<file path="src/hdl/hrtm_pkg.sv">
// Shared types, constants and helpers for the Hamming ratio-test matcher.
package hrtm_pkg;

	localparam int DESC_WORDS    = 4;
	localparam int WORD_BITS     = 64;
	localparam int DESC_BITS     = DESC_WORDS * WORD_BITS;
	localparam int DESC_BYTE_CNT = DESC_BITS / 8;
	localparam int DIST_W        = 9;
	localparam int RATIO_W       = 3;
	localparam int REG_IDX_W     = 2;

	typedef logic [DIST_W-1:0]  dist_t;
	typedef logic [RATIO_W-1:0] ratio_t;

	typedef enum logic [REG_IDX_W-1:0] {
		REG_ACCEPT_LIMIT     = 2'd0,
		REG_INITIAL_DISTANCE = 2'd1,
		REG_RATIO_QUARTERS   = 2'd2
	} reg_idx_t;

	localparam logic REQ_QUERY     = 1'b0;
	localparam logic REQ_CANDIDATE = 1'b1;

	localparam dist_t  ACCEPT_LIMIT_RST = 9'd50;
	localparam dist_t  INIT_DIST_RST    = 9'd100;
	localparam ratio_t RATIO_RST        = 3'd3;

	typedef struct packed {
		dist_t  accept_limit;
		dist_t  initial_distance;
		ratio_t ratio_quarters;
	} cfg_t;

	// one classified transaction between front and back
	typedef struct packed {
		logic  is_cand;
		logic  last;
		dist_t hdist;
	} op_ctl_t;

	function automatic logic [3:0] byte_ones(input logic [7:0] b);
		logic [3:0] n;
		n = 4'd0;
		for (int i = 0; i < 8; i++) begin
			n = n + {3'd0, b[i]};
		end
		return n;
	endfunction

endpackage

</file>
<file path="src/hdl/hrtm_front.sv">
// Front end: accepts transactions, holds the query and scores candidates.
module hrtm_front #(
	parameter int INDEX_BITS = 12
) (
	input  logic                                 clk,
	input  logic                                 arst_n,
	input  logic                                 push,
	output logic                                 full,
	input  logic                                 req_type,
	input  logic [hrtm_pkg::WORD_BITS-1:0]       desc_word0,
	input  logic [hrtm_pkg::WORD_BITS-1:0]       desc_word1,
	input  logic [hrtm_pkg::WORD_BITS-1:0]       desc_word2,
	input  logic [hrtm_pkg::WORD_BITS-1:0]       desc_word3,
	input  logic [INDEX_BITS-1:0]                feature_index,
	input  logic                                 last_item,
	output logic                                 q_push,
	input  logic                                 q_full,
	output hrtm_pkg::op_ctl_t                    q_ctl,
	output logic [INDEX_BITS-1:0]                q_idx
);
	import hrtm_pkg::*;

	logic [DESC_BITS-1:0]  query_desc_q;
	logic [DESC_BITS-1:0]  in_desc;
	logic [DESC_BITS-1:0]  xor_w;
	logic [3:0]            byte_cnt_s1 [DESC_BYTE_CNT];
	logic                  vld_s1;
	logic                  cand_s1;
	logic                  last_s1;
	logic [INDEX_BITS-1:0] idx_s1;
	logic                  take;
	logic                  adv;
	logic [4:0]            sum16 [16];
	logic [5:0]            sum8 [8];
	logic [6:0]            sum4 [4];
	logic [7:0]            sum2 [2];
	dist_t                 total;

	assign in_desc = {desc_word3, desc_word2, desc_word1, desc_word0};
	assign xor_w   = in_desc ^ query_desc_q;
	assign full    = vld_s1 && q_full;
	assign take    = push && !full;
	assign adv     = vld_s1 && !q_full;

	always_ff @(posedge clk or negedge arst_n) begin
		if (!arst_n) begin
			vld_s1       <= 1'b0;
			query_desc_q <= '0;
		end else begin
			if (take) begin
				vld_s1 <= 1'b1;
			end else if (adv) begin
				vld_s1 <= 1'b0;
			end
			if (take && req_type == REQ_QUERY) begin
				query_desc_q <= in_desc;
			end
		end
	end

	always_ff @(posedge clk) begin
		if (take) begin
			cand_s1 <= req_type;
			last_s1 <= last_item;
			idx_s1  <= feature_index;
			for (int i = 0; i < DESC_BYTE_CNT; i++) begin
				byte_cnt_s1[i] <= byte_ones(xor_w[8*i +: 8]);
			end
		end
	end

	// adder tree over the byte counts
	always_comb begin
		for (int i = 0; i < 16; i++) begin
			sum16[i] = {1'b0, byte_cnt_s1[2*i]} + {1'b0, byte_cnt_s1[2*i+1]};
		end
		for (int i = 0; i < 8; i++) begin
			sum8[i] = {1'b0, sum16[2*i]} + {1'b0, sum16[2*i+1]};
		end
		for (int i = 0; i < 4; i++) begin
			sum4[i] = {1'b0, sum8[2*i]} + {1'b0, sum8[2*i+1]};
		end
		for (int i = 0; i < 2; i++) begin
			sum2[i] = {1'b0, sum4[2*i]} + {1'b0, sum4[2*i+1]};
		end
		total = {1'b0, sum2[0]} + {1'b0, sum2[1]};
	end

	assign q_push        = adv;
	assign q_ctl.is_cand = (cand_s1 == REQ_CANDIDATE);
	assign q_ctl.last    = last_s1;
	assign q_ctl.hdist   = total;
	assign q_idx         = idx_s1;

endmodule

</file>
<file path="src/hdl/hrtm_queue.sv">
// Short first-in first-out queue between front and back.
module hrtm_queue #(
	parameter int WIDTH = 23,
	parameter int DEPTH = 4
) (
	input  logic             clk,
	input  logic             arst_n,
	input  logic             wr_en,
	input  logic [WIDTH-1:0] wr_data,
	output logic             full,
	input  logic             rd_en,
	output logic [WIDTH-1:0] rd_data,
	output logic             empty
);
	localparam int PTR_W = (DEPTH > 1) ? $clog2(DEPTH) : 1;
	localparam int CNT_W = $clog2(DEPTH + 1);

	logic [WIDTH-1:0] slot_q [DEPTH];
	logic [PTR_W-1:0] wr_ptr_q;
	logic [PTR_W-1:0] rd_ptr_q;
	logic [CNT_W-1:0] count_q;
	logic             do_wr;
	logic             do_rd;

	assign full    = (count_q == CNT_W'(DEPTH));
	assign empty   = (count_q == '0);
	assign do_wr   = wr_en && !full;
	assign do_rd   = rd_en && !empty;
	assign rd_data = slot_q[rd_ptr_q];

	always_ff @(posedge clk or negedge arst_n) begin
		if (!arst_n) begin
			wr_ptr_q <= '0;
			rd_ptr_q <= '0;
			count_q  <= '0;
		end else begin
			if (do_wr) begin
				wr_ptr_q <= (wr_ptr_q == PTR_W'(DEPTH - 1)) ? '0 : wr_ptr_q + 1'b1;
			end
			if (do_rd) begin
				rd_ptr_q <= (rd_ptr_q == PTR_W'(DEPTH - 1)) ? '0 : rd_ptr_q + 1'b1;
			end
			if (do_wr && !do_rd) begin
				count_q <= count_q + 1'b1;
			end else if (do_rd && !do_wr) begin
				count_q <= count_q - 1'b1;
			end
		end
	end

	always_ff @(posedge clk) begin
		if (do_wr) begin
			slot_q[wr_ptr_q] <= wr_data;
		end
	end

endmodule

</file>
<file path="src/hdl/hrtm_back.sv">
// Back end: best/second-best tracker, verdict and result register.
module hrtm_back #(
	parameter int INDEX_BITS = 12
) (
	input  logic                         clk,
	input  logic                         arst_n,
	input  hrtm_pkg::cfg_t               cfg,
	input  logic                         op_vld,
	output logic                         op_take,
	input  hrtm_pkg::op_ctl_t            op_ctl,
	input  logic [INDEX_BITS-1:0]        op_idx,
	output logic                         empty,
	input  logic                         pop,
	output logic [INDEX_BITS-1:0]        query_id,
	output logic [INDEX_BITS-1:0]        match_id,
	output logic [hrtm_pkg::DIST_W-1:0]  best_distance,
	output logic                         accepted
);
	import hrtm_pkg::*;

	dist_t                 best_q;
	dist_t                 second_q;
	logic [INDEX_BITS-1:0] bidx_q;
	logic                  found_q;
	logic [INDEX_BITS-1:0] qnum_q;
	logic                  out_vld_q;

	dist_t                 nb;
	dist_t                 ns;
	logic [INDEX_BITS-1:0] nidx;
	logic                  nf;
	logic [INDEX_BITS-1:0] nq;
	logic [11:0]           four_best;
	logic [11:0]           ratio_second;
	logic                  acc;
	logic                  out_room;

	assign out_room = !out_vld_q || pop;
	assign op_take  = op_vld && (!op_ctl.last || out_room);
	assign empty    = !out_vld_q;

	always_comb begin
		nb   = best_q;
		ns   = second_q;
		nidx = bidx_q;
		nf   = found_q;
		nq   = qnum_q;
		if (op_ctl.is_cand) begin
			if (op_ctl.hdist < best_q) begin
				nb   = op_ctl.hdist;
				ns   = best_q;
				nidx = op_idx;
				nf   = 1'b1;
			end else if (op_ctl.hdist < second_q) begin
				ns = op_ctl.hdist;
			end
		end else begin
			nq   = op_idx;
			nb   = cfg.initial_distance;
			ns   = cfg.initial_distance;
			nidx = '0;
			nf   = 1'b0;
		end
		four_best    = {1'b0, nb, 2'b00};
		ratio_second = {9'd0, cfg.ratio_quarters} * {3'd0, ns};
		acc          = nf && (nb < cfg.accept_limit) && (four_best < ratio_second);
	end

	always_ff @(posedge clk or negedge arst_n) begin
		if (!arst_n) begin
			best_q    <= INIT_DIST_RST;
			second_q  <= INIT_DIST_RST;
			bidx_q    <= '0;
			found_q   <= 1'b0;
			qnum_q    <= '0;
			out_vld_q <= 1'b0;
		end else begin
			if (op_take) begin
				qnum_q <= nq;
				if (op_ctl.last) begin
					best_q   <= cfg.initial_distance;
					second_q <= cfg.initial_distance;
					bidx_q   <= '0;
					found_q  <= 1'b0;
				end else begin
					best_q   <= nb;
					second_q <= ns;
					bidx_q   <= nidx;
					found_q  <= nf;
				end
			end
			if (op_take && op_ctl.last) begin
				out_vld_q <= 1'b1;
			end else if (pop) begin
				out_vld_q <= 1'b0;
			end
		end
	end

	always_ff @(posedge clk) begin
		if (op_take && op_ctl.last) begin
			query_id      <= nq;
			match_id      <= nf ? nidx : '0;
			best_distance <= nb;
			accepted      <= acc;
		end
	end

endmodule

</file>
<file path="src/hdl/hamming_ratio_test_matcher.sv">
// Top level of the Hamming ratio-test matcher: registers, front, queue, back.
//
// channel   direction  handshake             payload
// input     in         push / full           req_type, desc_word0..3, feature_index, last_item
// result    out        empty / pop           query_id, match_id, best_distance, accepted
// config    in         wr_en                 wr_index, wr_data
//
// One transaction per cycle sustained while full stays low. A closing transaction's
// verdict passes the front stage (XOR and byte counts on the taking edge), the adder
// tree into the queue, then the tracker update into the result register.
// Asynchronous reset clears the query to zero and loads the register defaults.
// A waiting result stalls only closing transactions in the back end; the queue
// fills and full rises once it and the front stage are occupied.
module hamming_ratio_test_matcher #(
	parameter int INDEX_BITS  = 12,
	parameter int QUEUE_DEPTH = 4
) (
	input  logic                                 clk,
	input  logic                                 arst_n,
	input  logic                                 push,
	output logic                                 full,
	input  logic                                 req_type,
	input  logic [hrtm_pkg::WORD_BITS-1:0]       desc_word0,
	input  logic [hrtm_pkg::WORD_BITS-1:0]       desc_word1,
	input  logic [hrtm_pkg::WORD_BITS-1:0]       desc_word2,
	input  logic [hrtm_pkg::WORD_BITS-1:0]       desc_word3,
	input  logic [INDEX_BITS-1:0]                feature_index,
	input  logic                                 last_item,
	output logic                                 empty,
	input  logic                                 pop,
	output logic [INDEX_BITS-1:0]                query_id,
	output logic [INDEX_BITS-1:0]                match_id,
	output logic [hrtm_pkg::DIST_W-1:0]          best_distance,
	output logic                                 accepted,
	input  logic                                 wr_en,
	input  logic [hrtm_pkg::REG_IDX_W-1:0]       wr_index,
	input  logic [hrtm_pkg::DIST_W-1:0]          wr_data
);
	import hrtm_pkg::*;

	localparam int Q_W = $bits(op_ctl_t) + INDEX_BITS;

	cfg_t                  cfg_q;
	logic                  q_push;
	logic                  q_full;
	logic                  q_empty;
	logic                  q_take;
	op_ctl_t               f_ctl;
	logic [INDEX_BITS-1:0] f_idx;
	logic [Q_W-1:0]        q_rd_data;
	op_ctl_t               b_ctl;
	logic [INDEX_BITS-1:0] b_idx;

	always_ff @(posedge clk or negedge arst_n) begin
		if (!arst_n) begin
			cfg_q.accept_limit     <= ACCEPT_LIMIT_RST;
			cfg_q.initial_distance <= INIT_DIST_RST;
			cfg_q.ratio_quarters   <= RATIO_RST;
		end else if (wr_en) begin
			case (reg_idx_t'(wr_index))
				REG_ACCEPT_LIMIT:     cfg_q.accept_limit     <= wr_data;
				REG_INITIAL_DISTANCE: cfg_q.initial_distance <= wr_data;
				REG_RATIO_QUARTERS:   cfg_q.ratio_quarters   <= wr_data[RATIO_W-1:0];
				default: ;
			endcase
		end
	end

	hrtm_front #(
		.INDEX_BITS(INDEX_BITS)
	) u_front (
		.clk          (clk),
		.arst_n       (arst_n),
		.push         (push),
		.full         (full),
		.req_type     (req_type),
		.desc_word0   (desc_word0),
		.desc_word1   (desc_word1),
		.desc_word2   (desc_word2),
		.desc_word3   (desc_word3),
		.feature_index(feature_index),
		.last_item    (last_item),
		.q_push       (q_push),
		.q_full       (q_full),
		.q_ctl        (f_ctl),
		.q_idx        (f_idx)
	);

	hrtm_queue #(
		.WIDTH(Q_W),
		.DEPTH(QUEUE_DEPTH)
	) u_queue (
		.clk    (clk),
		.arst_n (arst_n),
		.wr_en  (q_push),
		.wr_data({f_ctl, f_idx}),
		.full   (q_full),
		.rd_en  (q_take),
		.rd_data(q_rd_data),
		.empty  (q_empty)
	);

	assign b_ctl = op_ctl_t'(q_rd_data[Q_W-1:INDEX_BITS]);
	assign b_idx = q_rd_data[INDEX_BITS-1:0];

	hrtm_back #(
		.INDEX_BITS(INDEX_BITS)
	) u_back (
		.clk          (clk),
		.arst_n       (arst_n),
		.cfg          (cfg_q),
		.op_vld       (!q_empty),
		.op_take      (q_take),
		.op_ctl       (b_ctl),
		.op_idx       (b_idx),
		.empty        (empty),
		.pop          (pop),
		.query_id     (query_id),
		.match_id     (match_id),
		.best_distance(best_distance),
		.accepted     (accepted)
	);

	a_full_only_when_queue_full: assert property (
		@(posedge clk) disable iff (!arst_n) full |-> q_full
	) else $error("full raised while the queue has room");

	a_accept_below_limit: assert property (
		@(posedge clk) disable iff (!arst_n)
		(!empty && accepted) |-> (best_distance < cfg_q.accept_limit)
	) else $error("accepted verdict with best distance at or above the limit");

	a_no_result_overwrite: assert property (
		@(posedge clk) disable iff (!arst_n)
		(!empty && !pop) |-> !(q_take && b_ctl.last)
	) else $error("closing transaction taken while a result is still waiting");

endmodule
</file>
<file path="config.mk">
export PLATFORM = sky130hd
export DESIGN_NAME = hamming_ratio_test_matcher
export DESIGN_NICKNAME = d
export VERILOG_FILES = /design/src/hdl/hrtm_pkg.sv /design/src/hdl/hrtm_front.sv /design/src/hdl/hrtm_queue.sv /design/src/hdl/hrtm_back.sv /design/src/hdl/hamming_ratio_test_matcher.sv
export SDC_FILE = /design/constraint.sdc
export NUM_CORES = 1
export LEC_CHECK = 0
export ABC_AREA = 0
export BUFFER_PORTS_ARGS = -buffer_cell sky130_fd_sc_hd__buf_2
export CAP_MARGIN = 20
export CORE_UTILIZATION = 55
export DETAILED_ROUTE_END_ITERATION = 8
export GPL_ROUTABILITY_DRIVEN = 0
export PLACE_DENSITY = 0.78
export SYNTH_ARGS = -nofsm -noshare
export SYNTH_HDL_FRONTEND = slang
export SYNTH_SLANG_ARGS = --single-unit
</file>
<file path="constraint.sdc">
create_clock -name clk -period 8.1 [get_ports clk]
set_clock_uncertainty 0.15 [all_clocks]
set_input_delay 0 -clock clk [delete_from_list [all_inputs] [get_ports clk]]
set_output_delay 0 -clock clk [all_outputs]
set_load 0.03 [all_outputs]
</file>
Yosys cells after proc, flatten, opt, wreduce, memory -nomap -nowiden
Memory sizes are Yosys's and may differ from the RTL's.
Index checks and enable logic that the tools add are counted.
W data, S select, Z words.
- add/sub/neg operators: 259
- $mul: 1
- order comparisons: 4
- equality and inequality tests: 5
- muxes and demuxes: 26
- bitwise logic cells: 2
- reduce and logical (&&, ||, !) cells: 29
- operators by type and width (operator ; number):
    $add A4 B1 Y4 ; 192
    $xor A256 B256 Y256 ; 1
    $add A4 B4 Y5 ; 16
    $add A1 B1 Y2 ; 32
    $mux W9 ; 7
    $add A5 B5 Y6 ; 8
    $mux W12 ; 4
    $add A6 B6 Y7 ; 4
    $lt A9 B9 Y1 ; 3
    $add A7 B7 Y8 ; 2
    $logic_and A1 B1 Y1 ; 12
    $lt A11 B12 Y1 ; 1
    $mul A3 B9 Y12 ; 1
    $mux W1 ; 11
    $add A8 B8 Y9 ; 1
    $logic_not A1 Y1 ; 7
    $eq A2 B2 Y1 const B ; 3
    $mux W3 ; 2
    $reduce_and A2 Y1 ; 3
    $reduce_bool A2 Y1 ; 3
    $add A2 B1 Y2 const B ; 2
    $mux W2 ; 2
    $add A3 B1 Y3 const B ; 1
    $eq A3 B3 Y1 const B ; 1
    other kinds (6) ; 7
- register bits after elaboration: 377
- bits in writable memories: 220
- bits of input ports: 286
- output and inout bits: 36
- logic and storage cells: 349
- memories: 2
- memory list (name ; words ; width ; rd ports ; clocked after memory_dff ; wr ports ; line ; RTL):
    u_front.byte_cnt_s1 ; 32 ; 4 ; 32 ; 0 ; 32 ; hrtm_front.sv:26 ; logic [3:0] byte_cnt_s1 [DESC_BYTE_CNT];
    u_queue.slot_q ; 4 ; 23 ; 1 ; 0 ; 1 ; hrtm_queue.sv:18 ; logic [WIDTH-1:0] slot_q [DEPTH];

Depth between registers and ports, before layout
- word-level depth: 8
- depth in mapped cells: 31
- depth with buffers taken out: 28

By module
From an unflattened synthesis, not the netlist that was laid out.
- cells, all modules: 2473
- area total of the unflattened synthesis: 35562.9 µm²
- by module, submodules not included (module ; times used ; cells an instance ; area each (µm²) ; seq. area each (µm²)):
    hrtm_front ; 1 ; 1775 ; 25941.1 ; 10695.3
    hrtm_back ; 1 ; 493 ; 5033.6 ; 2129.5
    hrtm_queue ; 1 ; 158 ; 3761.1 ; 2937.8
    hamming_ratio_test_matcher ; 1 ; 47 ; 827.0 ; 535.5

Least setup slack after synthesis
Ideal clock, no wire load.
- path kind: reg2reg
- from: reg u_queue.count_q[0]
- to: reg u_front.query_desc_q[0]
- setup time: 0.125 ns
- data arrival time: 8.655 ns
- data required time: 7.825 ns
- slack: -0.829 ns
- stages on the path, launching flop included: 9
- path buffers: 3
- period minus slack after synthesis: 8.929 ns
- cell sequence: dfrtp_1 > nor2_1 > and3_1 > nor2b_1 > nor2b_1 > clkbuf_1 > clkbuf_1 > clkbuf_1 > mux2_2
- cells in the longest elaborated chain, start to end: 5
- ends and longest elaborated chain (item ; line ; RTL):
    start: declaration ; hrtm_queue.sv:21 ; logic [CNT_W-1:0] count_q;
    start signal: assignment ; hrtm_queue.sv:44 ; count_q <= count_q + 1'b1;
    start signal: assignment ; hrtm_queue.sv:46 ; count_q <= count_q - 1'b1;
    $eq A3 B3 Y1 ; hrtm_queue.sv:25 ; assign full = (count_q == CNT_W'(DEPTH));
    $logic_and A1 B1 Y1 ; hrtm_front.sv:41 ; assign full = vld_s1 && q_full;
    net full ; hamming_ratio_test_matcher.sv:21 ; output logic full,
    $logic_not A1 Y1 ; hrtm_front.sv:42 ; assign take = push && !full;
    $logic_and A1 B1 Y1 ; hrtm_front.sv:42 ;
    net u_front.take ; hrtm_front.sv:31 ; logic take;
    $logic_and A1 B1 Y1 ; hrtm_front.sv:55 ; if (take && req_type == REQ_QUERY) begin
    end signal: assignment ; hrtm_front.sv:56 ; query_desc_q <= in_desc;
    end: declaration ; hrtm_front.sv:23 ; logic [DESC_BITS-1:0] query_desc_q;
The timed path passes the listed nets, and every way through them passes these cells.
A chain may end at the register's enable or synchronous reset.

Worst setup path after layout
- from: reg u_queue.rd_ptr_q[0]
- to: reg u_back.accepted (data pin)
- cells in the longest elaborated chain, start to end: 8
- elaborated cells between the ends (all ways): 15
- classes of those cells: 1 x mul; 4 x order compare; 7 x mux; 2 x reduce/logical; 1 x memory
- ends and longest elaborated chain (item ; line ; RTL):
    start: declaration ; hrtm_queue.sv:20 ; logic [PTR_W-1:0] rd_ptr_q;
    start signal: assignment ; hrtm_queue.sv:41 ; rd_ptr_q <= (rd_ptr_q == PTR_W'(DEPTH - 1)) ? '0 : rd_ptr_q + 1'b1;
    $mem_v2 Z4 W23 * ; - ;
    $lt A9 B9 Y1 ; hrtm_back.sv:54 ; end else if (op_ctl.hdist < second_q) begin
    $mux W9 ; hrtm_back.sv:54 ;
    $mux W9 ; hrtm_back.sv:49 ; if (op_ctl.hdist < best_q) begin
    $mux W9 ; hrtm_back.sv:48 ; if (op_ctl.is_cand) begin
    $mul A3 B9 Y12 ; hrtm_back.sv:65 ; ratio_second = {9'd0, cfg.ratio_quarters} * {3'd0, ns};
    $lt A11 B12 Y1 ; hrtm_back.sv:66 ; acc = nf && (nb < cfg.accept_limit) && (four_best < ratio_second);
    $logic_and A1 B1 Y1 * ; hrtm_back.sv:66 ;
    net u_back.acc ; hrtm_back.sv:35 ; logic acc;
    end signal: assignment ; hrtm_back.sv:105 ; accepted <= acc;
    end: declaration ; hrtm_back.sv:17 ; output logic accepted
The timed path passes the listed nets; every way through them passes the cells marked *.

==> flow_metrics.env <==
export IMPL_reg2reg_from="u_queue.rd_ptr_q[0]"
export IMPL_most_instantiated_flip_flop_cell_in_the_synthesis_netlist="sky130_fd_sc_hd__dfrtp_1"
export IMPL_grt_usage=0.248
export IMPL_cts_setup_buffers=0
export IMPL_grt_ovfl_total=0
export IMPL_grt_pass1_wl_mm=122
export IMPL_crit_path_max_incr_delay_ns=0.68
export IMPL_worst_path_cell_with_the_longest_stage_delay="sky130_fd_sc_hd__dfrtp_1"
export IMPL_maxCapViolations=0
export IMPL_fmaxAchievable_ghz=0.138
export IMPL_worst_skew_pair_late_latency_ns=0.59
export IMPL_ant_nets=0
export IMPL_cts_htree_levels=3
export IMPL_reg2reg_setup_slack_ns=0.84
export IMPL_fin_tns_setup_ns=0
export IMPL_sink_count_of_the_clock_tree=597
export IMPL_timing_final_setup_violations=0
export IMPL_via_count_of_the_first_global_routing_pass=23730
export IMPL_tritoncts="built"
export IMPL_setup_repair_after_global_routing_missed_its_margin="no"
export IMPL_cts_hold_fix_buffers=315
export IMPL_antenna_found_initial=20
export IMPL_cts_resized_gates=0
export IMPL_timing_critical_path_required_ns=8.38
export IMPL_endpoint_kind="flip-flop"
export IMPL_die_x_um=250
export IMPL_routed_wire_length_per_instance_um=18.8
export IMPL_core_rowCount=90
export IMPL_min_period_over_period=0.897
export IMPL_place_hpwl_mm=49.9
export IMPL_synthesis_area_um2=33900
export IMPL_worst_setup_path_type="flip-flop to flip-flop"
export IMPL_startpoint_type="flip-flop"
export IMPL_worst_setup_path_endpoint="u_back.accepted"
export IMPL_max_slew_worst_pin_slew_ns=1.39
export IMPL_yosysWarnings=0
export IMPL_wirelength_mm=74.8
export IMPL_drt_iter0_drc=1051
export IMPL_timing_slew_headroom=0.0745
export IMPL_synth_seq_cells=597
export IMPL_outcome="finished, final reports clean"
export IMPL_io_port_bufs=321
export IMPL_vias_per_instance=5.26
export IMPL_cp_startpoint="u_queue.rd_ptr_q[0]"
export IMPL_design_final_nets=3848
export IMPL_worst_case_reg_to_reg_path_depth=28
export IMPL_synth_seq_area_share=0.480
export IMPL_detail_route_first_pass_iterations=7
export IMPL_synth_avg_cell_area_um2=13.8
export IMPL_grt_max_degree=195
export IMPL_detailroute_via_count=20940
export IMPL_critical_path_fanout_max=10
export IMPL_syn_to_final_growth_pct=23.4
export IMPL_worstHoldPathType="input pin to flip-flop"
export IMPL_crit_path_frequent_cell="sky130_fd_sc_hd__ha_1"
export IMPL_tritoncts_num_buffers=68
export IMPL_starting_density_of_the_core=0.559
export IMPL_pin_count=322
export IMPL_syn_num_nets=3182
export IMPL_timing_final_crit_period_ns=7.26
export IMPL_fp_dieArea_um2=62700
export IMPL_finalHoldViolCount=0
export IMPL_path_clk_slew_ns=0.07
export IMPL_yosysUniqueCellTypes=55
export IMPL_rr_endpoint="u_back.accepted"
export IMPL_fillerInstances=3944
export IMPL_floorplan_core_area_um2=60700
export IMPL_synthArstFlopShare=0.551
export IMPL_data_arrival_time_at_the_worst_slack_endpoint_ns=7.54
export IMPL_clock_path_buffers=3
export IMPL_synthesis_instances=2466
export IMPL_final_layout_size_suffix_gt1_frac=0.242
export IMPL_post_route_drc_count=0
export IMPL_final_max_tran_viols=0
export IMPL_synth_edff_count=268
export IMPL_cell_chosen_for_the_clock_root="sky130_fd_sc_hd__clkbuf_16"
export IMPL_fp_dieH_um=250
final cells by class:
cell class / instances / area, µm² / area share
Multi-Input combinational cell: 1474 / 16100 / 0.385
Antenna cell: 15 / 37.5 / 0.000896
Clock buffer: 97 / 1960 / 0.0469
Tap cell: 782 / 978 / 0.0234
Clock inverter: 24 / 234 / 0.00559
Sequential cell: 597 / 16300 / 0.389
Inverter: 335 / 1260 / 0.0300
Timing Repair Buffer: 656 / 4960 / 0.119
metal layers:
metal  GRT usage  wire [µm]  vias to the layer above
met4      0.0883       2150                       14
met3      0.0480       3460                      172
met1       0.292      28900                    10596
met2       0.449      40300                      574
met5           0         88                        -
li1            -          -                     9584
cell families (layout without fill, tap and decap cells):
| group | after synthesis | after routing | synth area share |
|---|---|---|---|
| DFF | 597 | 597 | 0.480 |
| adders and majority gates | 430 | 430 | 0.216 |
| buffers and inverters | 395 | 1112 | 0.0449 |
| muxes | 318 | 318 | 0.112 |
| xor gates and xnor gates | 303 | 303 | 0.0782 |
| and+or+nand+nor | 232 | 232 | 0.0320 |
| AOI/OAI and AO/OA | 191 | 191 | 0.0361 |
| other | 0 | 15 | 0 |
worst max-delay path, delay by kind of cell (launching register included):
| kind | cells | cell delay, ns |
|---|---|---|
| AO/OA/AOI/OAI | 11 | 2.45 |
| adder cells (fa/ha/maj) | 5 | 1.55 |
| multiplexers | 3 | 1.29 |
| AND/OR/NAND/NOR | 6 | 0.70 |
| flip-flops | 1 | 0.68 |
| XOR/XNOR | 1 | 0.16 |
| buffers and inverters | 2 | 0.12 |
cells in the mapped netlist, types with 17 or more instances:
cell	n	area, µm²
sky130_fd_sc_hd__nor2b_1	39	244
sky130_fd_sc_hd__inv_1	335	1260
sky130_fd_sc_hd__mux2_2	279	3140
sky130_fd_sc_hd__ha_1	170	2130
sky130_fd_sc_hd__xor2_1	261	2290
sky130_fd_sc_hd__xnor2_1	42	368
sky130_fd_sc_hd__dfrtp_1	315	7880
sky130_fd_sc_hd__nor2_1	40	150
sky130_fd_sc_hd__mux2i_1	17	170
sky130_fd_sc_hd__clkbuf_1	36	135
sky130_fd_sc_hd__fa_1	260	5200
sky130_fd_sc_hd__edfxtp_1	268	8050
sky130_fd_sc_hd__mux4_2	22	495
sky130_fd_sc_hd__o21ai_0	23	115
sky130_fd_sc_hd__nand2_1	104	390
sky130_fd_sc_hd__a21oi_1	73	365
per-stage QoR:
| step | cell area [µm²] | instances | hold WS (ns) | setup WS [ns] | utilization |
|---|---|---|---|---|---|
| finish | 41900 | 3980 | 0.0391 | 0.836 | 0.690 |
| global route | 41900 | 3978 | 0.0252 | 0.372 | 0.690 |
| CTS | 41800 | 3964 | 0.0149 | 0.833 | 0.689 |
| detailed placement | 36500 | 3528 | -0.0551 | 0.830 | 0.601 |
| global placement | 36500 | 3528 | -0.0799 | 1.11 | 0.601 |
| floorplan | 33900 | 2466 | -0.446 | 1.45 | - |
cell usage in the layout (no fill, tap or decap), types with 17 or more instances in the layout:
| master | synthesis | routed |
|---|---|---|
| sky130_fd_sc_hd__o21ai_0 | 23 | 23 |
| sky130_fd_sc_hd__xnor2_1 | 42 | 42 |
| sky130_fd_sc_hd__inv_1 | 335 | 335 |
| sky130_fd_sc_hd__nor2b_1 | 39 | 37 |
| sky130_fd_sc_hd__buf_4 | 0 | 17 |
| sky130_fd_sc_hd__mux2i_1 | 17 | 17 |
| sky130_fd_sc_hd__nor2_1 | 40 | 39 |
| sky130_fd_sc_hd__a21oi_1 | 73 | 73 |
| sky130_fd_sc_hd__clkbuf_1 | 36 | 17 |
| sky130_fd_sc_hd__edfxtp_1 | 268 | 268 |
| sky130_fd_sc_hd__ha_1 | 170 | 170 |
| sky130_fd_sc_hd__fa_1 | 260 | 260 |
| sky130_fd_sc_hd__mux4_2 | 22 | 22 |
| sky130_fd_sc_hd__clkbuf_16 | 0 | 71 |
| sky130_fd_sc_hd__nand2_1 | 104 | 104 |
| sky130_fd_sc_hd__xor2_1 | 261 | 261 |
| sky130_fd_sc_hd__mux2_2 | 279 | 279 |
| sky130_fd_sc_hd__dlygate4sd3_1 | 0 | 314 |
| sky130_fd_sc_hd__buf_2 | 12 | 320 |
| sky130_fd_sc_hd__dfrtp_1 | 315 | 315 |
worst min-delay path by stage:
stage,startpoint,end,slack (ns),depth (start not counted)
after global placement,arst_n,u_front.query_desc_q[228],-0.08,1
after CTS,last_item,u_front.last_s1,0.01,2
after global routing,desc_word1[1],u_front.query_desc_q[65],0.03,3
after detailed placement,arst_n,u_front.query_desc_q[226],-0.06,1
final,last_item,u_front.last_s1,0.04,2
after floorplan,arst_n,cfg_q[10],-0.45,0
flip-flops by register name, indices dropped and copies added, names as in the netlist, 2 cells and up:
name,cells
u_back.best_q,9
u_back.best_distance,9
u_back.second_q,9
u_queue.count_q,3
u_front.byte_cnt_s1,128
u_back.bidx_q,12
cfg_q,21
u_queue.rd_ptr_q,2
u_queue.slot_q,92
u_back.qnum_q,12
u_front.q_idx,12
u_queue.wr_ptr_q,2
u_front.query_desc_q,256
u_back.match_id,12
u_back.query_id,12
Power is left out: the tool's default activity adds up to more than one toggle a clock period on the data nets, which glitch-free logic cannot reach.
